<file path="config.mk">
export PLATFORM = sky130hd
export DESIGN_NAME = mcss_ram
export DESIGN_NICKNAME = d
export VERILOG_FILES = /design/src/sv/mcss_ram.sv
export SDC_FILE = /design/constraint.sdc
export NUM_CORES = 2
export LEC_CHECK = 0
export ABC_AREA = 1
export BUFFER_PORTS_ARGS = -buffer_cell sky130_fd_sc_hd__buf_4
export CAP_MARGIN = 5
export CORE_UTILIZATION = 25
export CTS_BUF_LIST = sky130_fd_sc_hd__clkbuf_8
export DETAILED_ROUTE_END_ITERATION = 6
export HOLD_SLACK_MARGIN = 0.08
export PLACE_DENSITY = 0.38
export SETUP_SLACK_MARGIN = 0.2
export SLEW_MARGIN = 15
export SYNTH_ARGS = -nofsm -noshare
export SYNTH_HDL_FRONTEND = slang
export SYNTH_SLANG_ARGS = --single-unit
</file>
<file path="constraint.sdc">
create_clock -name aclk -period 5.3 [get_ports aclk]
set_input_delay 0.53 -clock aclk [delete_from_list [all_inputs] [get_ports aclk]]
set_output_delay 0.53 -clock aclk [all_outputs]
set_load 0.01 [all_outputs]
</file>
<file path="src/sv/mcss_ram.sv">
module mcss_ram #(
    parameter int WIDTH = 32,
    parameter int DEPTH = 128,
    localparam int AW = $clog2(DEPTH)
) (
    input  logic             aclk,
    input  logic             we,
    input  logic [AW-1:0]    waddr,
    input  logic [WIDTH-1:0] wdata,
    input  logic [AW-1:0]    raddr,
    output logic [WIDTH-1:0] rdata
);

    logic [WIDTH-1:0] mem_reg [DEPTH];

    always_ff @(posedge aclk) begin
        if (we) begin
            mem_reg[waddr] <= wdata;
        end
        rdata <= mem_reg[raddr];
    end

endmodule

</file>
* Word-level counts from Yosys, hierarchy flattened *
Memory sizes are Yosys's and may differ from the RTL's. A register that Yosys moved wholly into a read port is not among the register bits.
Cells that the tools add are included.

operators by class
  muxes and demuxes = 2

operator list
  operator  number
  $mux 1    2

storage, ports and cells
  register bits = 0
  bits in writable memories = 4096
  bits of input ports = 48
  output and inout bits = 32
  memories kept = 1

memories
  name     words  width  read ports  clocked after Yosys merged registers in  wr ports  RTL line  RTL
  mem_reg  128    32     1           1                                        1         14        logic [WIDTH-1:0] mem_reg [DEPTH];

* Logic depth before layout (Yosys ltp) *
  depth after elaboration = 2
  depth in mapped cells = 13
  depth with buffers taken out = 9

* Worst setup path before layout *
No wires, ideal clock.

  path kind = input -> register
  start = input port we
  end = memory mem_reg[105][0], enable pin
  arrival = 2.507 ns
  required time = 4.879 ns
  setup slack = 2.372 ns
  stages = 4
  buffers on the path = 2
  cells stage by stage = clkbuf_1 > nand2_1 > clkbuf_1 > nor2_1

between the ends
  cells in the longest elaborated chain, start to end = 2

RTL lines
  item                          RTL line  RTL
  from (decl)                   7         input logic we,
  $mux 1                        17        if (we) begin
  $mux 1 (implied by the code)  18        mem_reg[waddr] <= wdata;
  to (decl)                     14

Every way passes these cells.

==> parameters.txt <==
Parameter                              Value

Outcome
  Status    completed

Synthesis
  Proportion of register bits with asynchronous set or reset after synthesis    0%
  Synth Cell Area    approximately 160,000 sq um
  Number of enable-type register cells in the synthesized netlist    between 4,000 and 5,000
  Commonest register cell after synthesis    sky130_fd_sc_hd__edfxtp_1
  Average instance area after synthesis    12.3 sq um
  Cells after synthesis    approximately 13,000
  Cell taking the most area after synthesis    sky130_fd_sc_hd__edfxtp_1
  Netlist cell types    15
  Portion of synthesized cell area occupied by the leading cell type    74.7%
  Flip-flop and latch count after synthesis    4,128
  Leading post-synthesis cells by cell area    sky130_fd_sc_hd__edfxtp_1 75%, sky130_fd_sc_hd__nand3_1 12%, sky130_fd_sc_hd__nand2_1 9.5%
  Most used standard cell by instance count after synthesis    sky130_fd_sc_hd__nand2_1
  Net count after synthesis    approximately 13,000
  Most frequent cells after synthesis    4,151 x sky130_fd_sc_hd__nand2_1, 4,096 x sky130_fd_sc_hd__edfxtp_1, 4,035 x sky130_fd_sc_hd__nand3_1
  Proportion of synthesized chip area in sequential cells    between 70% and 80%
  YS warnings    0

Placement
  Count of buffers from port buffering    slightly below 80
  Placed cell count    21,700
  Final estimated routing congestion in global placement    0.784
  Detailed placement HPWL    358,000 microns

CTS
  CTS-repair resized insts    0
  TritonCTS clock tree    yes
  CTS H-Tree Depth    6
  Clock transition at the register clock pins on the worst setup and hold paths after CTS    0.06 ns
  Clock latency of the later-clocked register in the worst-skew pair    1.32 ns
  Setup Fix Bufs, Post-CTS    0
  Buffer cell driving the clock tree root    sky130_fd_sc_hd__clkbuf_8
  TritonCTS sink count    4,128
  Max clock buf depth    4
  Number of buffers created by CTS    723

Die
  Top-Level Pins    80
  Standard cell core area    655,000 sq um
  Height of the chip    814 microns
  Chip width    814 microns
  Initial Utilization    25.1%
  Full die area    662,000 sq um
  Core Rows    297

STA
  Shortest clock period the worst path allows after layout    3.48 ns
  Measured slew at the worst slew-check pin    1.15 ns
  Maximum frequency from static timing analysis    288 MHz
  Unrepaired setup endpoints after global routing    false
  Pins Over Slew Limit    0
  Worst Skew    0.0685 ns
  Normalized max-slew margin    22.7%
  Post-Route Setup TNS    0 ns
  Portion of the clock cycle consumed by the worst path in the final layout    65.6%
  Final hold violation count    0
  Total of endpoints with negative setup slack in the final report    0

Route
  First-iteration detailed-routing DRC count    10,300
  Number of remaining DRC errors    0
  Vias/cell    around 4.7
  Antenna-violating nets left    0
  Per-cell routed wire length    27.0 microns
  Router iterations before antenna repair    5
  Total length of routed wires    623,000 microns
  Routed via count    108,000

Finish
  Filler cells    67,200
  Net count reported at finish    13,800
  Number of non-filler instances in the completed layout    23,000
  Area grow syn2layout    15.8%
  Max FFs per register    between 4,000 and 5,000
  Share of layout cells above drive strength 1    10.5%

Critical path
  CP endpoint kind    flip-flop
  Worst Path Required    6.45 ns
  Ordered list of cells on the worst path    dlygate4sd3_1 -> buf_8 -> inv_8 -> buf_4 -> nand3_1 -> nand3_1 -> nand3_1 -> nand3_1 -> nand2_1
  Sum of buffers and inverters on the critical path    4
  Kind of start point of the critical path    input pin
  Worst stage delay on the critical path    ~0.67 ns
  Cell mode on critical path    sky130_fd_sc_hd__nand3_1
  Data arrival time of the critical path    4.63 ns
  Critical path's slowest cell    sky130_fd_sc_hd__inv_8
  CP Max Fanout    44
  Path type of the worst setup path    in -> reg
  Top cell family by delay on the critical path    simple AND/OR/NAND/NOR gates

Pwr
  Maximum vdd drop    0.000226 V
  Power per unit of standard cell area    about 360 nW/um^2
  Static power due to leakage    0.0656 uW
  Total power after layout    67,900 uW

Worst hold path
  Worst Hold Class    in -> reg

Global routing
  GRT Util Overall    18.2%
  Number of global-route vias before repair    105,000
  Global-route wire length before repair    864,000 microns
  Initial antenna violation count    60
  Largest net degree at the start of global routing    151
  Total congestion overflow    0

Run
  Max-Cap Viols    0
==> power by group <==
| part | internal [uW] | switching [uW] | total, uW |
|---|---|---|---|
| combinational | 1070 | 3800 | 4880 |
| sequential | 36100 | 136 | 36200 |
| clock | 13200 | 13600 | 26800 |
| total | 50300 | 17600 | 67900 |
==> cell usage in the layout, fill, tap and decap left out, drive strengths merged <==
master and instances:
clkinv 188, nor2 134, clkbuf 751, nor3 8, buf 539, bufinv 4, dlygate4sd3 41, diode 29
edfxtp 4096, inv 332, dfxtp 32, clkinvlp 13, nand3 4035, nand2 4151
==> cell families after synthesis <==
logic type / synth area share [%]
simple gates: 22.1
buf+inv: 2.84
flops: 75.1
==> cell type report <==
type	count	area [sq um]	share of cell area, %
Tap cell	8671	10800	5.69
Multi-Input combinational cell	8328	37300	19.6
Clock inverter	513	2300	1.21
Timing Repair Buffer	581	6100	3.20
Inverter	24	144	0.0754
Antenna cell	29	72.6	0.0380
Clock buffer	750	10300	5.41
Sequential cell	4128	124000	64.8
==> path summary, 6_finish.rpt <==
check        depth (start not counted)  slack [ns]            start         endpoint
max                                  9        1.82         raddr[3]        rdata[30]
min                                  2        0.26        wdata[16]  mem_reg[70][16]
max reg2reg                          8        2.62  mem_reg[50][30]        rdata[30]
min reg2reg                          8        0.85  mem_reg[84][30]        rdata[30]
==> per-layer routing <==
metal	wire (microns)	GRT usage (%)	vias up
met1	287000	26.0	55200
met2	286000	29.1	3135
met5	62	0	-
met3	31800	2.47	805
met4	17700	5.15	10
li1	-	-	48900
==> timing repair <==
action / in CTS / in global routing
setup endpoints to repair: 0 / 0
hold buffers: 41 / 0
endpoints found under the hold margin: 3060 / 0
==> stage by stage <==
step | worst slack, ns | utilization [%] | instance area (sq um) | hold WS [ns]
3_5_place_dp | 0.715 | 27.1 | 178000 | 0.856
6_report | 1.82 | 29.1 | 191000 | 0.262
4_1_cts | 1.94 | 29.1 | 191000 | 0.113
2_1_floorplan | 2.37 | - | 165000 | 0.629
3_3_place_gp | 0.710 | 27.1 | 177000 | 0.844
5_1_grt | 1.99 | 29.1 | 191000 | 0.180
==> worst reg2reg max path: cells and delay by family, from the launching register on <==
family	cells	cell delay, ns
simple gates	8	2.17
flops	1	0.35
Power figures use the tool's default switching activity.
