## src/sv/mcss_pkg.sv

```systemverilog
package mcss_pkg;

    localparam int COEF_W   = 32;
    localparam int ACC_W    = 40;
    localparam int LEN_W    = 7;
    localparam int ORDER_W  = 6;
    localparam int ALPHA_W  = 16;
    localparam int THR_W    = 31;
    localparam int RATIO_W  = 31;
    localparam int PWR_W    = 32;
    localparam int ADDR_W   = 4;
    localparam int DATA_W   = 32;
    localparam int FIFO_DEPTH = 2;

    // register indexes (byte address 4*index)
    localparam logic [1:0] REG_FILTER_ORDER   = 2'd0;
    localparam logic [1:0] REG_WARP_ALPHA     = 2'd1;
    localparam logic [1:0] REG_PEAK_THRESHOLD = 2'd2;

    localparam logic [ORDER_W-1:0]        RST_FILTER_ORDER   = 6'd25;
    localparam logic signed [ALPHA_W-1:0] RST_WARP_ALPHA     = 16'sd13763;
    localparam logic [THR_W-1:0]          RST_PEAK_THRESHOLD = 31'd4194304;

    localparam logic signed [PWR_W-1:0] Q30_ONE = 32'sh4000_0000;

    localparam logic signed [42:0] S32_MAX = 43'sd2147483647;
    localparam logic signed [42:0] S32_MIN = -43'sd2147483648;
    localparam logic signed [ACC_W:0] S40_MAX = 41'sd549755813887;
    localparam logic signed [ACC_W:0] S40_MIN = -41'sd549755813888;

    typedef logic signed [COEF_W-1:0] coef_t;
    typedef logic signed [ACC_W-1:0]  acc_t;

    typedef struct packed {
        logic             bank;
        logic [LEN_W-1:0] len;
        acc_t             sum;
        acc_t             gain;
    } frame_desc_t;

    function automatic acc_t sat40(input logic signed [ACC_W:0] v);
        acc_t r;
        if (v > S40_MAX) begin
            r = S40_MAX[ACC_W-1:0];
        end else if (v < S40_MIN) begin
            r = S40_MIN[ACC_W-1:0];
        end else begin
            r = v[ACC_W-1:0];
        end
        return r;
    endfunction

    function automatic coef_t sat32(input logic signed [42:0] v);
        coef_t r;
        if (v > S32_MAX) begin
            r = S32_MAX[COEF_W-1:0];
        end else if (v < S32_MIN) begin
            r = S32_MIN[COEF_W-1:0];
        end else begin
            r = v[COEF_W-1:0];
        end
        return r;
    endfunction

endpackage

```

## src/sv/mcss_front.sv

```systemverilog
module mcss_front #(
    parameter int MAX_COEFFICIENTS = 64,
    localparam int LEN_CAP = (MAX_COEFFICIENTS < 64) ? MAX_COEFFICIENTS : 64,
    localparam int BANK_AW = $clog2(LEN_CAP)
) (
    input  logic                  aclk,
    input  logic                  aresetn,
    input  logic                  s_valid,
    output logic                  s_ready,
    input  mcss_pkg::coef_t       s_coefficient,
    input  logic [5:0]            filter_order,
    input  logic signed [15:0]    warp_alpha,
    input  logic                  cfg_clear,
    input  logic                  fifo_full,
    output logic                  push,
    output mcss_pkg::frame_desc_t push_desc,
    output logic                  mem_we,
    output logic [BANK_AW:0]      mem_waddr,
    output mcss_pkg::coef_t       mem_wdata
);

    import mcss_pkg::*;

    logic                     busy_reg;
    logic [LEN_W-1:0]         load_count_reg;
    logic signed [PWR_W-1:0]  alpha_power_reg;
    acc_t                     sum_reg;
    acc_t                     gain_reg;
    logic                     wr_bank_reg;
    coef_t                    coef_reg;
    logic signed [63:0]       prod_gain_reg;
    logic signed [48:0]       prod_pow_reg;

    logic [LEN_W-1:0]         order_plus1;
    logic [LEN_W-1:0]         frame_len;
    logic [LEN_W-1:0]         load_count_next;
    logic signed [16:0]       neg_alpha;
    logic signed [63:0]       gain_round;
    logic signed [48:0]       pow_round;
    acc_t                     sum_next;
    acc_t                     gain_next;
    logic signed [PWR_W-1:0]  power_next;
    logic                     accept;
    logic                     frame_done;

    always_comb begin
        order_plus1     = {1'b0, filter_order} + 7'd1;
        frame_len       = (order_plus1 > LEN_W'(LEN_CAP)) ? LEN_W'(LEN_CAP) : order_plus1;
        load_count_next = load_count_reg + 7'd1;
        neg_alpha       = -{warp_alpha[15], warp_alpha};
        gain_round      = prod_gain_reg + 64'sd536870912;
        pow_round       = prod_pow_reg + 49'sd16384;
        sum_next        = sat40(41'(sum_reg) + 41'(coef_reg));
        gain_next       = sat40(41'(gain_reg) + 41'($signed(gain_round[63:30])));
        power_next      = sat32(43'($signed(pow_round[48:15])));
    end

    assign s_ready    = !busy_reg && !fifo_full;
    assign accept     = s_valid && s_ready;
    assign frame_done = busy_reg && (load_count_next == frame_len);

    assign push      = frame_done;
    assign push_desc = '{bank: wr_bank_reg, len: frame_len, sum: sum_next, gain: gain_next};

    assign mem_we    = accept;
    assign mem_waddr = {wr_bank_reg, load_count_reg[BANK_AW-1:0]};
    assign mem_wdata = s_coefficient;

    always_ff @(posedge aclk) begin
        if (!aresetn) begin
            busy_reg        <= 1'b0;
            load_count_reg  <= '0;
            alpha_power_reg <= Q30_ONE;
            sum_reg         <= '0;
            gain_reg        <= '0;
            wr_bank_reg     <= 1'b0;
        end else if (cfg_clear) begin
            // drop any partly loaded frame
            busy_reg        <= 1'b0;
            load_count_reg  <= '0;
            alpha_power_reg <= Q30_ONE;
            sum_reg         <= '0;
            gain_reg        <= '0;
        end else if (accept) begin
            busy_reg <= 1'b1;
        end else if (busy_reg) begin
            busy_reg <= 1'b0;
            if (frame_done) begin
                load_count_reg  <= '0;
                alpha_power_reg <= Q30_ONE;
                sum_reg         <= '0;
                gain_reg        <= '0;
                wr_bank_reg     <= !wr_bank_reg;
            end else begin
                load_count_reg  <= load_count_next;
                alpha_power_reg <= power_next;
                sum_reg         <= sum_next;
                gain_reg        <= gain_next;
            end
        end
    end

    always_ff @(posedge aclk) begin
        if (accept) begin
            coef_reg      <= s_coefficient;
            prod_gain_reg <= s_coefficient * alpha_power_reg;
            prod_pow_reg  <= alpha_power_reg * neg_alpha;
        end
    end

    a_accept_then_busy: assert property (@(posedge aclk) disable iff (!aresetn)
        (accept && !cfg_clear) |=> (busy_reg && !s_ready))
        else $error("front took an item without entering its finish cycle");

endmodule

```

## config.mk

```make
export PLATFORM = sky130hd
export DESIGN_NAME = mcss_front
export DESIGN_NICKNAME = d
export VERILOG_FILES = /design/src/sv/mcss_pkg.sv /design/src/sv/mcss_front.sv
export SDC_FILE = /design/constraint.sdc
export NUM_CORES = 2
export LEC_CHECK = 0
export BUFFER_PORTS_ARGS = -buffer_cell sky130_fd_sc_hd__buf_2
export CORE_UTILIZATION = 30
export DETAILED_ROUTE_END_ITERATION = 7
export GPL_TIMING_DRIVEN = 0
export PLACE_DENSITY = 0.55
export SLEW_MARGIN = 20
export SYNTH_ARGS = -nofsm -noshare
export SYNTH_HDL_FRONTEND = slang
export SYNTH_SLANG_ARGS = --single-unit
```

## constraint.sdc

```tcl
create_clock -name aclk -period 8.4 [get_ports aclk]
set_input_delay 0 -clock aclk [delete_from_list [all_inputs] [get_ports aclk]]
set_output_delay 0 -clock aclk [all_outputs]
set_load 0.01 [all_outputs]
```

# Word level (Yosys, flattened, before mapping)
# Index checks and enable logic that the tools add are counted.
dict set report classes {
  bitwise_logic 3
  addsub 7
  n_reduce_logical 9
  mux 12
  order_cmp 7
  n_eq_ne 1
  multipliers 2
}
# op count
set ops {}
lappend ops {{two-way mux 40 bit} 6}
lappend ops {{two-way mux 32 bit} 3}
lappend ops {{greater-than comparator 41 x 40 -> 1 bit, second input constant} 2}
lappend ops {{less-than comparator 41 x 40 -> 1 bit, second input constant} 2}
lappend ops {{adder 64 x 31 -> 64 bit, second input constant} 1}
lappend ops {{multiplier 32 x 32 -> 64 bit} 1}
lappend ops {{adder 49 x 16 -> 49 bit, second input constant} 1}
lappend ops {{multiplier 32 x 17 -> 49 bit} 1}
lappend ops {{adder 40 x 32 -> 41 bit} 1}
lappend ops {{adder 40 x 34 -> 41 bit} 1}
lappend ops {{greater-than comparator 34 x 32 -> 1 bit, second input constant} 1}
lappend ops {{less-than comparator 34 x 32 -> 1 bit, second input constant} 1}
lappend ops {{negation 17 bit} 1}
lappend ops {{two-way mux 7 bit} 2}
lappend ops {{adder 6 x 1 -> 7 bit, second input constant} 1}
lappend ops {{adder 7 x 1 -> 7 bit, second input constant} 1}
lappend ops {{equality test 7 bit} 1}
lappend ops {{greater-than comparator 7 bit, second input constant} 1}
lappend ops {{AND reduction 4 bit} 1}
lappend ops {{logical AND 1 bit} 3}
lappend ops {{logical NOT 1 bit} 3}
lappend ops {{inverter 1 bit} 3}
lappend ops {{AND reduction 2 bit} 1}
lappend ops {{OR reduction 2 bit} 1}
lappend ops {{two-way mux 1 bit} 1}
dict set report word_totals {
  elab_cells 50
  register_bits 266
  out_inout_bits 130
}

# Longest topological paths before layout
dict set report logic_depth {
  word_depth 6
  depth_mapped 31
}

# Worst setup path before layout
# No wires, ideal clock.
dict set report synth_timing {
  path_kind {flip-flop to flip-flop}
  from {register alpha_power_reg[2]}
  to {register prod_gain_reg[63], data pin}
  path_slack_ns 0.713
  path_stages_with_launch 29
  t_arrival_ns 7.427
  period_less_slack_ns 7.687
  path_cell_list {dfxtp_1 -> clkbuf_1 -> clkbuf_1 -> nand2_1 -> inv_1 -> fa_1 -> fa_1 -> fa_1 -> fa_1 -> inv_1 -> fa_1 -> inv_1 -> fa_1 -> inv_1 -> fa_1 -> inv_1 -> fa_1 -> ha_1 -> a21o_1 -> a21oi_1 -> nor2_1 -> nor2_1 -> o21ai_0 -> a221oi_1 -> o21ai_0 -> a21o_1 -> a21oi_1 -> o21ai_1 -> xnor2_1}
}
dict set report synth_between {
  elab_chain_len 1
}
# element line_no
set synth_lines {}
lappend synth_lines {{from (decl)} mcss_front.sv:26} ;# logic signed [PWR_W-1:0] alpha_power_reg;
lappend synth_lines {{from (signal assigned)} mcss_front.sv:96} ;# alpha_power_reg <= power_next;
lappend synth_lines {{multiplier 32 x 32 -> 64 bit} mcss_front.sv:106} ;# prod_gain_reg <= s_coefficient * alpha_power_reg;
lappend synth_lines {{to (signal assigned)} mcss_front.sv:106}
lappend synth_lines {{to (decl)} mcss_front.sv:31} ;# logic signed [63:0] prod_gain_reg;
# Every way passes these cells.
# A chain may end at the register's enable or synchronous reset.

# Final worst setup path
dict set report layout_timing {
  from {input s_coefficient[29]}
  to {register prod_gain_reg[62], data pin}
}
dict set report layout_between {
  elab_chain_len 1
}
# element line_no
set layout_lines {}
lappend layout_lines {{from (decl)} mcss_front.sv:10} ;# input mcss_pkg::coef_t s_coefficient,
lappend layout_lines {{multiplier 32 x 32 -> 64 bit} mcss_front.sv:106}
# Every way passes these cells.

==> flow_summary.ini <==
[cts]
cts.sink_count = 223
cts_made_buffers = 35
cts-root-buf = clkbuf_16
path_clk_slew_ns = 0.06
cts_buffer_depth = 3
clk_latency_ns = 0.67
htree_levels = 2
cts_tree = done

[detailed_routing]
route.vias.total = 52681
routed_wl_um = 260000
remaining_drc_errors = 0
firstDrtPassIters = 6
viasPerCell = 4.91
ant_nets = 0
initialDrtViolationCount = 4452
detail_route.wl_per_cell_um = 24.2

[global_route]
grt_pass1_wl_um = 383000
grt_use_total = 0.230
grt_pass1_vias = 55996
grt_max_degree = 68
grt_antenna_before_repair = 26
grt-ovfl-total = 0

[floorplan]
core_mm2 = 0.223
start_util = 0.303
die_area_mm2 = 0.227
die_x_um = 477
row_count = 173
io_pins = 189
dieHeight_um = 477

[setup_path]
cpMaxStageDelayCell = clkbuf_1
crit-reg2reg-launch = alpha_power_reg[15]
rrSetupSlack_ns = 0.14
cp_max_fo = 10
regToRegEndpoint = prod_gain_reg[62]
max_stage_delay_ns = 0.62
cp-startpoint = s_coefficient[29]
start_kind = input port
ff2ff_path_depth = 25
critPathKind = input port to flip-flop
cp.arrival_ns = 8.68
worstPathRequired_ns = 8.81
critical_path.most_common_cell = fa_1
cp-end-kind = flip-flop
crit_end = prod_gain_reg[62]

[logic_synthesis]
synth_edf_count = 102
yosys.area_share.simple = 0.167
syn-instance-count = 7418
ys_seq_elements = 223
yosys_most_used_dff = dfxtp_1
yosys-mux-area-fraction = 0.000148
synth_top_family_by_area = adder cells
synthAdderAreaFrac = 0.549
syn_area_per_cell_um2 = 9.12
synth_compound_area_frac = 0.0595
synth_seq_area_share = 0.0811
synth_cell_type_count = 80
async_reset_ff_frac = 0
synth_xor_area_frac = 0.0320
synth_nets = 9456
yosys_warnings = 0
synthesis.area_mm2 = 0.0676

[placed_design]
portBuffers = 188
pre_cts_slack_ns = -2.26
dpl.cell_count = 10588
place.detailed.hpwl_um = 218000
gp_congestion = 0.978
dpl_cell_area_mm2 = 0.0725

[sta]
hold_violations = 0
slew_headroom = 0.166
min_period_over_period = 0.984
drv_slew = 0
finalSetupViolCount = 0
timing.final.ws_setup_ns = 0.132
period_needed_ns = 8.27
fmax_mhz = 121
worstMarginPinSlew_ns = 1.25
fin_skew_ns = 0.0786
grt_setup_unrepaired = true

[final_layout]
final_cell_mix = fa_1 (1585), inv_1 (1521), nand2_1 (1037), and2_1 (728), ha_1 (364)
synthToLayoutAreaGrowth_pct = 11.7
fin_nets = 9765
layout_commonest_cell = fa_1
final_core_util = 0.339
fin_area_mm2 = 0.0756
final_cells = 10739
drive_above_1_share = 0.0881

[min_path]
hold_class = input port to flip-flop

[pwr]
power_uw = 6170
p_leak_uw = 0.0368
max-vdd-ir-drop_mv = 0.131
p_per_area_mw_per_mm2 = 81.7

[status]
status = completed

[job]
cap_violations = 0
[Yosys cell counts, drive strengths merged (45+ instances only)]
cell type,instances,area share
xnor2,165,0.021
ha,376,0.070
clkbuf,361,0.020
xor2,82,0.011
nand4,52,0.0048
nand2,1040,0.058
buf,67,0.0070
o21ai,183,0.014
nand3,57,0.0043
a31oi,45,0.0043
inv,1529,0.085
dfxtp,121,0.036
and2,730,0.068
a21oi,179,0.013
edfxtp,102,0.045
nor2,279,0.016
fa,1603,0.47
a21o,93,0.010
[cells by family (layout without fill, tap and decap cells)]
group | count (synthesis) | in the layout
xor gates and xnor gates | 247 | 247
adders and majority gates | 2010 | 2010
and+or+nand+nor | 2335 | 2335
buffers and inverters | 1959 | 2295
AOI/OAI and AO/OA | 643 | 643
muxes | 1 | 1
other | 0 | 10
DFF | 223 | 223
[worst min-delay path by stage]
stage,depth (start not counted),slack (ns),end,start
floorplan,1,0.05,push_desc[80],filter_order[0]
global placement,3,0.24,s_ready,fifo_full
detailed placement,3,0.24,s_ready,fifo_full
CTS,6,0.11,load_count_reg[1],filter_order[0]
global route,6,0.20,load_count_reg[1],filter_order[0]
finish,6,0.14,load_count_reg[1],filter_order[0]
[repair_timing]
item | CTS | global route
gates resized for setup | 261 | 287
setup endpoints to repair | 59 | 19
hold buffers | 36 | 0
buffers inserted | 33 | 13
hold endpoints to repair | 50 | 0
pin swaps | 22 | 33
[layout make-up]
cell class                 count  area [um^2]
fill                       23117       148000
multi-input combinational   5236        55100
inverter                    1531         5770
sequential                   223         5520
tap                         2975         3720
buffer                       423         2500
timing repair buffer         277         1780
clock buffer                  47          951
clock inverter                17          164
antenna                       10         25.0
[critical path: cells and delay by family]
kind	cells	cell delay [ns]
AO/OA/AOI/OAI	5	0.97
XOR/XNOR	1	0.26
adder cells (fa/ha/maj)	9	4.36
buffers and inverters	6	1.83
AND/OR/NAND/NOR	5	1.21
[where the power goes]
part           switching, uW  internal (uW)  total (uW)  leakage (uW)
clock network            654            840        1490      0.000533
logic                   2080           1250        3320        0.0343
registers               69.3           1280        1350       0.00194
total                   2800           3370        6170        0.0368
[per-layer routing]
| layer | track usage | vias to the layer above | wire length (um) |
|---|---|---|---|
| met3 | 0.0493 | 438 | 23800 |
| li1 | - | 22753 | - |
| met1 | 0.313 | 27216 | 111000 |
| met4 | 0.0749 | 12 | 9620 |
| met5 | 0 | - | 81 |
| met2 | 0.362 | 2262 | 116000 |
[metrics by stage]
| stage | setup TNS (ns) | hold WS (ns) |
|---|---|---|
| 2_1_floorplan | 0 | 0.0475 |
| 3_3_place_gp | -120.24 | 0.239 |
| 3_5_place_dp | -73.86 | 0.240 |
| 4_1_cts | 0 | 0.107 |
| 5_1_grt | -0.105 | 0.199 |
| 6_report | 0 | 0.141 |
Power figures use the tool's default switching activity.
