File: src/sv/mcss_pkg.sv
package mcss_pkg;

    localparam int COEF_W   = 32;
    localparam int ACC_W    = 40;
    localparam int LEN_W    = 7;
    localparam int ORDER_W  = 6;
    localparam int ALPHA_W  = 16;
    localparam int THR_W    = 31;
    localparam int RATIO_W  = 31;
    localparam int PWR_W    = 32;
    localparam int ADDR_W   = 4;
    localparam int DATA_W   = 32;
    localparam int FIFO_DEPTH = 2;

    // register indexes (byte address 4*index)
    localparam logic [1:0] REG_FILTER_ORDER   = 2'd0;
    localparam logic [1:0] REG_WARP_ALPHA     = 2'd1;
    localparam logic [1:0] REG_PEAK_THRESHOLD = 2'd2;

    localparam logic [ORDER_W-1:0]        RST_FILTER_ORDER   = 6'd25;
    localparam logic signed [ALPHA_W-1:0] RST_WARP_ALPHA     = 16'sd13763;
    localparam logic [THR_W-1:0]          RST_PEAK_THRESHOLD = 31'd4194304;

    localparam logic signed [PWR_W-1:0] Q30_ONE = 32'sh4000_0000;

    localparam logic signed [42:0] S32_MAX = 43'sd2147483647;
    localparam logic signed [42:0] S32_MIN = -43'sd2147483648;
    localparam logic signed [ACC_W:0] S40_MAX = 41'sd549755813887;
    localparam logic signed [ACC_W:0] S40_MIN = -41'sd549755813888;

    typedef logic signed [COEF_W-1:0] coef_t;
    typedef logic signed [ACC_W-1:0]  acc_t;

    typedef struct packed {
        logic             bank;
        logic [LEN_W-1:0] len;
        acc_t             sum;
        acc_t             gain;
    } frame_desc_t;

    function automatic acc_t sat40(input logic signed [ACC_W:0] v);
        acc_t r;
        if (v > S40_MAX) begin
            r = S40_MAX[ACC_W-1:0];
        end else if (v < S40_MIN) begin
            r = S40_MIN[ACC_W-1:0];
        end else begin
            r = v[ACC_W-1:0];
        end
        return r;
    endfunction

    function automatic coef_t sat32(input logic signed [42:0] v);
        coef_t r;
        if (v > S32_MAX) begin
            r = S32_MAX[COEF_W-1:0];
        end else if (v < S32_MIN) begin
            r = S32_MIN[COEF_W-1:0];
        end else begin
            r = v[COEF_W-1:0];
        end
        return r;
    endfunction

endpackage

File: src/sv/mcss_frame_fifo.sv
module mcss_frame_fifo (
    input  logic                  aclk,
    input  logic                  aresetn,
    input  logic                  push,
    input  mcss_pkg::frame_desc_t push_desc,
    output logic                  full,
    input  logic                  pop,
    output mcss_pkg::frame_desc_t head_desc,
    output logic                  empty
);

    import mcss_pkg::*;

    localparam int PTR_W = $clog2(FIFO_DEPTH);

    frame_desc_t      entry_reg [FIFO_DEPTH];
    logic [PTR_W-1:0] wr_ptr_reg;
    logic [PTR_W-1:0] rd_ptr_reg;
    logic [PTR_W:0]   count_reg;

    assign full      = (count_reg == (PTR_W + 1)'(FIFO_DEPTH));
    assign empty     = (count_reg == '0);
    assign head_desc = entry_reg[rd_ptr_reg];

    always_ff @(posedge aclk) begin
        if (!aresetn) begin
            wr_ptr_reg <= '0;
            rd_ptr_reg <= '0;
            count_reg  <= '0;
        end else begin
            if (push) begin
                wr_ptr_reg <= wr_ptr_reg + 1'b1;
            end
            if (pop) begin
                rd_ptr_reg <= rd_ptr_reg + 1'b1;
            end
            if (push && !pop) begin
                count_reg <= count_reg + 1'b1;
            end else if (pop && !push) begin
                count_reg <= count_reg - 1'b1;
            end
        end
    end

    always_ff @(posedge aclk) begin
        if (push) begin
            entry_reg[wr_ptr_reg] <= push_desc;
        end
    end

    a_no_overflow: assert property (@(posedge aclk) disable iff (!aresetn)
        push |-> (!full || pop))
        else $error("frame queue written while full");

    a_no_underflow: assert property (@(posedge aclk) disable iff (!aresetn)
        pop |-> !empty)
        else $error("frame queue read while empty");

endmodule

File: config.mk
export PLATFORM = sky130hd
export DESIGN_NAME = mcss_frame_fifo
export DESIGN_NICKNAME = d
export VERILOG_FILES = /design/src/sv/mcss_pkg.sv /design/src/sv/mcss_frame_fifo.sv
export SDC_FILE = /design/constraint.sdc
export NUM_CORES = 1
export LEC_CHECK = 0
export BUFFER_PORTS_ARGS = -buffer_cell sky130_fd_sc_hd__buf_2
export CORE_AREA = 2 2 143 145
export CTS_BUF_LIST = sky130_fd_sc_hd__clkbuf_4
export CTS_CLUSTER_DIAMETER = 30
export CTS_CLUSTER_SIZE = 10
export DETAILED_ROUTE_END_ITERATION = 7
export DIE_AREA = 0 0 145 147
export GPL_ROUTABILITY_DRIVEN = 0
export HOLD_SLACK_MARGIN = 0.02
export MAX_ROUTING_LAYER = met4
export PLACE_DENSITY = 0.6
export SLEW_MARGIN = 5
export SYNTH_ARGS = -nofsm -noshare
export SYNTH_HDL_FRONTEND = slang
export SYNTH_SLANG_ARGS = --single-unit
File: constraint.sdc
create_clock -name aclk -period 5.2 [get_ports aclk]
set_input_delay 0.78 -clock aclk [delete_from_list [all_inputs] [get_ports aclk]]
set_output_delay 0.78 -clock aclk [all_outputs]
set_load 0.1 [all_outputs]
[Word level (Yosys, flattened, before mapping)]
Memory sizes are Yosys's and may differ from the RTL's. A register that Yosys moved wholly into a read port is not among the register bits.
Index checks and enable logic that the tools add are counted.
Word-level totals
  logic and storage cells: 21
  flip-flop bits (word level): 4
  input port bits: 92
  memories: 1
  bits in writable memories: 176
Cells by class
  add/sub/neg operators: 4
  reductions and logical operators: 6
  muxes and demuxes: 6
  equal/unequal tests: 1
Memories
  entry_reg: depth 2, width 88, rd ports 1, clocked after memory_dff 1, wr ports 1, RTL line mcss_frame_fifo.sv:16  | frame_desc_t entry_reg [FIFO_DEPTH];
Operators with widths (count)
  1-bit two-way mux: 4
  2-bit two-way mux: 2
  1-bit adder (second input constant): 2
  2-bit by 1-bit adder with 2-bit output (second input constant): 1
  2-bit == test (second input constant): 1
  1-bit logical AND: 2
  1-bit logical NOT: 2
  2-bit logical NOT: 1
  2-bit nonzero test: 1
  2-bit by 1-bit subtractor with 2-bit output (second input constant): 1

[Depth between registers and ports, before layout]
Gate-level depths: netlist of run 1.
  word-level depth: 4
  depth in mapped cells: 5
  gate-level depth less buffers: 5

[Worst setup path after synthesis of run 1]
No wires, ideal clock.
  path type: in2reg
  start point: in push
  end point: mem entry_reg[0][0] in the netlist's numbering, enable pin
  cell stages on the path: 1
  data required time: 4654 ps
  data arrival time: 4651 ps
  setup slack: 3 ps
  cell sequence: nor2b_1
On the way
  longest elaborated chain between the ends: 2
Ends and longest elaborated chain
  start, declared: RTL line mcss_frame_fifo.sv:4  | input logic push,
  1-bit two-way mux: RTL line mcss_frame_fifo.sv:46  | if (push) begin
  1-bit two-way mux (not written as such): RTL line mcss_frame_fifo.sv:47  | entry_reg[wr_ptr_reg] <= push_desc;
  end, declared: RTL line mcss_frame_fifo.sv:16
No other way between the ends.

==> results of run 1 <==
==> critical path, delay by kind of cell (launching register included) <==
| kind | cells | cell delay (ps) |
|---|---|---|
| muxes | 1 | 390 |
| buffers and inverters | 2 | 800 |
| DFF | 1 | 970 |
==> final timing paths <==
path,start,to,slack (ps),depth (start not counted)
setup / recovery,register,head_desc[74],1670,3
hold / removal,push_desc[31],entry_reg[1][31],420,1
setup reg to reg,wr_ptr_reg,entry_reg[1][63],3170,2
hold reg to reg,count_reg[1],count_reg[1],540,2
==> cell usage in the layout (no fill, tap or decap), types with 3 or more instances in the layout <==
cell type / n
edfxtp_1: 176
dfxtp_1: 4
clkbuf_4: 18
buf_2: 181
bufinv_16: 3
mux2_4: 20
and2_1: 3
inv_6: 3
mux2_2: 68
buf_4: 3
==> synthesized netlist by cell type (2+ instances only) <==
cell and instances:
mux2_2 68, buf_2 6, nor2b_1 3, dfxtp_1 5, and2_1 4, buf_6 4, edfxtp_1 176, xor2_1 2
mux2_4 20
==> area by class of cell <==
type,count,share of cell area (%)
clock buffers,18,1.656
clock inverters,14,2.132
inverters,1,0.04601
well taps,270,4.140
flip-flops and latches,181,66.05
diodes,1,0.03067
repair buffers,184,11.38
multi-input cells,104,14.57
==> metrics by stage <==
stage	cell area, sq um	setup slack [ps]	std cells
floorplan	6643	3.174	296
global placement	7848	2239	740
detailed placement	7848	2195	740
CTS	8157	1549	772
global route	8157	1434	772
finish	8159	1674	773
==> cells by family (layout without fill, tap and decap cells) <==
kind of cell,count (synthesis),count (layout)
adders and majority gates,1,1
and+or+nand+nor,9,9
xor gates and xnor gates,3,3
other,0,1
DFF,181,181
buffers and inverters,11,217
muxes,88,88
AOI/OAI and AO/OA,3,3
==> routing by layer <==
layer | track usage (%) | wire length [um] | vias to the layer above
li1 | - | - | 1558
met1 | 12.82 | 4828 | 1687
met2 | 21.10 | 6591 | 115
met3 | 4.161 | 781 | 10
met4 | 4.604 | 164 | 0
met5 | - | 0 | -
==> where the power goes <==
part | switching, mW | leakage [nW] | internal, mW | total, mW
sequential | 0.0390 | 1.69 | 1.68 | 1.72
clock | 0.480 | 0.163 | 0.345 | 0.825
combinational | 0.649 | 1.19 | 0.161 | 0.810
==> flow_summary_export.csv, run 1 <==
group,metric,value,unit
finish,largest_register_ffs,176,
timing,min_period_over_period,67.81,%
critical_path,cp.required,4420,ps
finish,drive_gt1_share,60.96,%
timing,tightest_slew,1189,ps
timing,fmax,0.2836,GHz
critical_path,worstSetupPathType,"register to output pin",
yosys,synth-adder-area-share,0.1884,%
yosys,synth_edf_count,176,
cts,clock-sinks,181,
global_routing,grt_pass1_vias,3685,
route,post-route-drc-count,0,
floorplan,die_h,147,um
cts,htreeDepth,4,
yosys,synthSimpleGateAreaFrac,0.8099,%
yosys,synth_nets,389,
critical_path,critPathSlowestCell,"dfxtp_4",
floorplan,die-area,21320,sq um
yosys,netlist_instances,296,
global_routing,grt_max_degree,90,
route,wl,12370,um
finish,nets,582,
route,drt_iter0_drc,147,
yosys,yosysUniqueCellTypes,17,
power_and_ir_drop,p_leak,3.050,nW
finish,syn_to_final_growth,22.83,%
timing,grt_setup_unrepaired,"false",
cts,cts_tree,"done",
floorplan,pin_count,182,
critical_path,cp_max_fo,64,
cts,post_cts_buffers,0,
critical_path,endpoint_kind,"output pin",
yosys,synth-compound-area-share,0.3014,%
timing,skew,18.71,ps
power_and_ir_drop,pwr_density_cell,411.6,nW/um^2
timing,slew-limit-headroom,20.71,%
critical_path,critPathLaunchType,"register",
finish,seq_area,5389,sq um
yosys,ys_warn_count,0,
critical_path,critPathArrivalTime,2750,ps
timing,fin_tns_setup,0,ps
cts,cts_buffers,17,
global_routing,grt_usage,12.14,%
route,vias,3370,
global_routing,grt_pass1_wl,19130,um
cts,clkSlewWorstSetupHoldPaths,150,ps
cts,clk_latency,530,ps
yosys,synth_xor_area_share,0.3956,%
yosys,synth_mux_area_share,16.05,%
yosys,synth_area_leader_cell,"edfxtp_1",
cts,clockBufferDepth,2,
critical_path,crit_chain,"buf_4, mux2_2, buf_2",
yosys,synth_top_family_by_area,"multiplexers",
power_and_ir_drop,vdd_drop_max,0.2016,mV
route,viasPerCell,4.360,
outcome,status,"completed",
yosys,synth_seq_cells,181,
timing,hold_viol,0,
global_routing,antenna_found_initial,0,
floorplan,core-area,19840,sq um
yosys,synth-seq-area-share,81.07,%
yosys,avgSynthCellArea,22.44,sq um
placed_design,dpl.hpwl,8119,um
floorplan,num_rows,52,
cts,postCtsHoldBufs,0,
yosys,synth_top_area_share,79.56,%
timing,fin_crit,3526,ps
route,wl_per_cell,16.00,um
power_and_ir_drop,power.total,3.358,mW
cts,root_buffer,"clkbuf_4",
global_routing,overflow,0,
run,max_cap_violations,0,
cts,ctsResizeCount,0,
critical_path,critPathMaxStageDelay,970,ps
yosys,synthTopCellsByArea,"edfxtp_1 80%, mux2_2 12%, mux2_4 4.5%",
yosys,async_reset_ff_share,0,%
finish,finish.utilization,41.12,%
yosys,synthesis.area,6643,sq um
yosys,ys.flop_type,"edfxtp_1",
floorplan,start_util,33.47,%
floorplan,die_w,145,um
timing,drv_slew,0,
route,first_pass_iters,4,
timing,setup_viol,0,
finish,multiInputGateArea,1189,sq um
hold_path,hold_class,"primary input to register",
finish,fill_cells,1820,
placed_design,numPortBuffers,181,
route,ant_nets,0,
timing,hold_ws,421.5,ps
No activity file was read; power rests on OpenSTA's default activity.
==> inputs of run 2 (changes only) <==
==> constraint.sdc (replaced) <==
create_clock -name aclk -period 3 [get_ports aclk]
set_input_delay 0.45 -clock aclk [delete_from_list [all_inputs] [get_ports aclk]]
set_output_delay 0.45 -clock aclk [all_outputs]
set_load 0.1 [all_outputs]
==> run 2 against run 1 <==
  * Die area stayed put
  * Combinational power is 83% higher
  * Wire length is 1.9% higher
  * Utilization is 2.0 points higher
  * Sequential cell count stayed put
  * First-iteration DRC count is 29% lower
  * Non-clock buffer count is 45 higher
  * Highest routed layer unchanged
==> flow_summary_export.csv, run 2 (synthesis gave the netlist of run 1 again) <==
group,metric,value,unit
critical_path,critPathArrivalTime,2330,ps
finish,largest_register_ffs,176,
cts,cts_buffers,17,
placed_design,dpl.hpwl,8379,um
floorplan,die-area,21320,sq um
critical_path,cp_max_fo,36,
route,drt_iter0_drc,105,
route,ant_nets,0,
cts,clkSlewWorstSetupHoldPaths,150,ps
route,first_pass_iters,4,
timing,setup_viol,0,
global_routing,grt_util_met1,14.47,%
power_and_ir_drop,pwr_density_cell,662.3,nW/um^2
critical_path,critPathMaxStageDelay,720,ps
power_and_ir_drop,power.total,5.672,mW
route,wl_per_cell,15.40,um
global_routing,overflow,0,
power_and_ir_drop,p_leak,3.223,nW
finish,syn_to_final_growth,28.93,%
global_routing,grt_pass1_vias,3739,
finish,nets,627,
global_routing,grt_busiest_layer,"met2",
run,max_cap_violations,0,
timing,fin_crit,2780,ps
global_routing,gr-usage-met3,3.571,%
route,wl,12600,um
timing,slew-limit-headroom,59.71,%
finish,mostFrequentLayoutCells,"181 x buf_2, 176 x edfxtp_1, 68 x mux2_2, 41 x dlygate4sd3_1, 20 x mux2_4",
floorplan,core-area,19840,sq um
hold_path,min_to,"entry_reg[0][24]",
hold_path,holdCritStartpoint,"push_desc[24]",
critical_path,reg2regPathDepth,2,
critical_path,worstSetupPathType,"register to output pin",
critical_path,reg2reg_to,"entry_reg[1][39]",
outcome,status,"completed",
cts,clk_latency,530,ps
global_routing,met2_usage,20.48,%
timing,fin_tns_setup,0,ps
critical_path,r2r_start,"wr_ptr_reg",
timing,grt_setup_unrepaired,"false",
route,viasPerCell,4.293,
timing,min_period_over_period,92.66,%
global_routing,grt_max_degree,68,
global_routing,grt_usage,12.33,%
cts,htreeDepth,4,
critical_path,endpoint_kind,"output pin",
timing,tightest_slew,604.3,ps
floorplan,die_h,147,um
global_routing,antenna_found_initial,1,
power_and_ir_drop,vdd_drop_max,0.2985,mV
critical_path,ff2ff_setup_slack,1320,ps
critical_path,crit_chain,"buf_4, mux2_2, buf_2",
timing,hold_viol,0,
hold_path,hold_path_depth,1,
critical_path,critPathLaunchType,"register",
placed_design,numPortBuffers,181,
cts,root_buffer,"clkbuf_4",
floorplan,num_rows,52,
critical_path,cp.required,2550,ps
route,post-route-drc-count,0,
floorplan,pin_count,182,
global_routing,grt_pass1_wl,19660,um
hold_path,hold_class,"primary input to register",
critical_path,critPathSlowestCell,"dfxtp_4",
timing,drv_slew,0,
timing,fmax,0.3597,GHz
route,vias,3512,
timing,skew,14.79,ps
floorplan,die_w,145,um
cts,clock-sinks,181,
cts,cts_tree,"done",
cts,clockBufferDepth,2,
finish,drive_gt1_share,56.49,%
finish,final_common_cell,"buf_2",
floorplan,start_util,33.47,%
cts,ctsResizeCount,0,
run 2: metrics by stage:
stage	util (%)	instances	instance area [sq um]	worst slack [ps]	hold slack, ps
2_1_floorplan	-	296	6650	60.31	465.6
3_3_place_gp	39.82	744	7903	796.3	479.1
3_5_place_dp	39.82	744	7903	765.0	514.6
4_1_cts	41.08	776	8152	99.08	21.10
5_1_grt	43.16	818	8564	37.47	16.22
6_report	43.16	818	8564	220.3	101.8
run 2: report_power, final:
group          total, mW  internal [mW]  switching [mW]
clock               1.23          0.354           0.873
sequential          2.97           2.92          0.0515
combinational       1.48          0.323            1.15
total               5.67           3.59            2.08
run 2: area by class of cell:
type | instances | area [sq um]
repair buffers | 229 | 1394
fillers | 1770 | 11280
flip-flops and latches | 181 | 5389
inverters | 1 | 3.754
clock inverters | 15 | 121.4
diodes | 1 | 2.502
well taps | 270 | 337.8
multi-input cells | 104 | 1189
clock buffers | 17 | 127.6
run 2: how the worst max path moves through the flow:
stage / start / to / slack [ps] / cells after the start
after floorplan: push / entry_reg[1][0] / 60 / 1
after global placement: register / head_desc[33] / 800 / 3
after detailed placement: register / head_desc[74] / 760 / 3
after CTS: register / head_desc[74] / 100 / 3
after global routing: register / head_desc[74] / 40 / 3
final: register / head_desc[26] / 220 / 3
run 2: repair_timing:
item	CTS	global route
setup buffers	0	0
hold buffers	0	41
hold endpoints to repair	0	75
setup endpoints to repair	0	0
run 2: per-layer routing:
metal / vias to the layer above / part of all wire (%)
met5: - / 0
met4: 0 / 0.86
met3: 5 / 5.1
met2: 109 / 51
met1: 1748 / 43
li1: 1650 / -
run 2: worst max-delay path: cells and delay by family, from the launching register on:
kind     cells  cell delay, ps
flops        1             720
buf+inv      2             670
mux          1             380
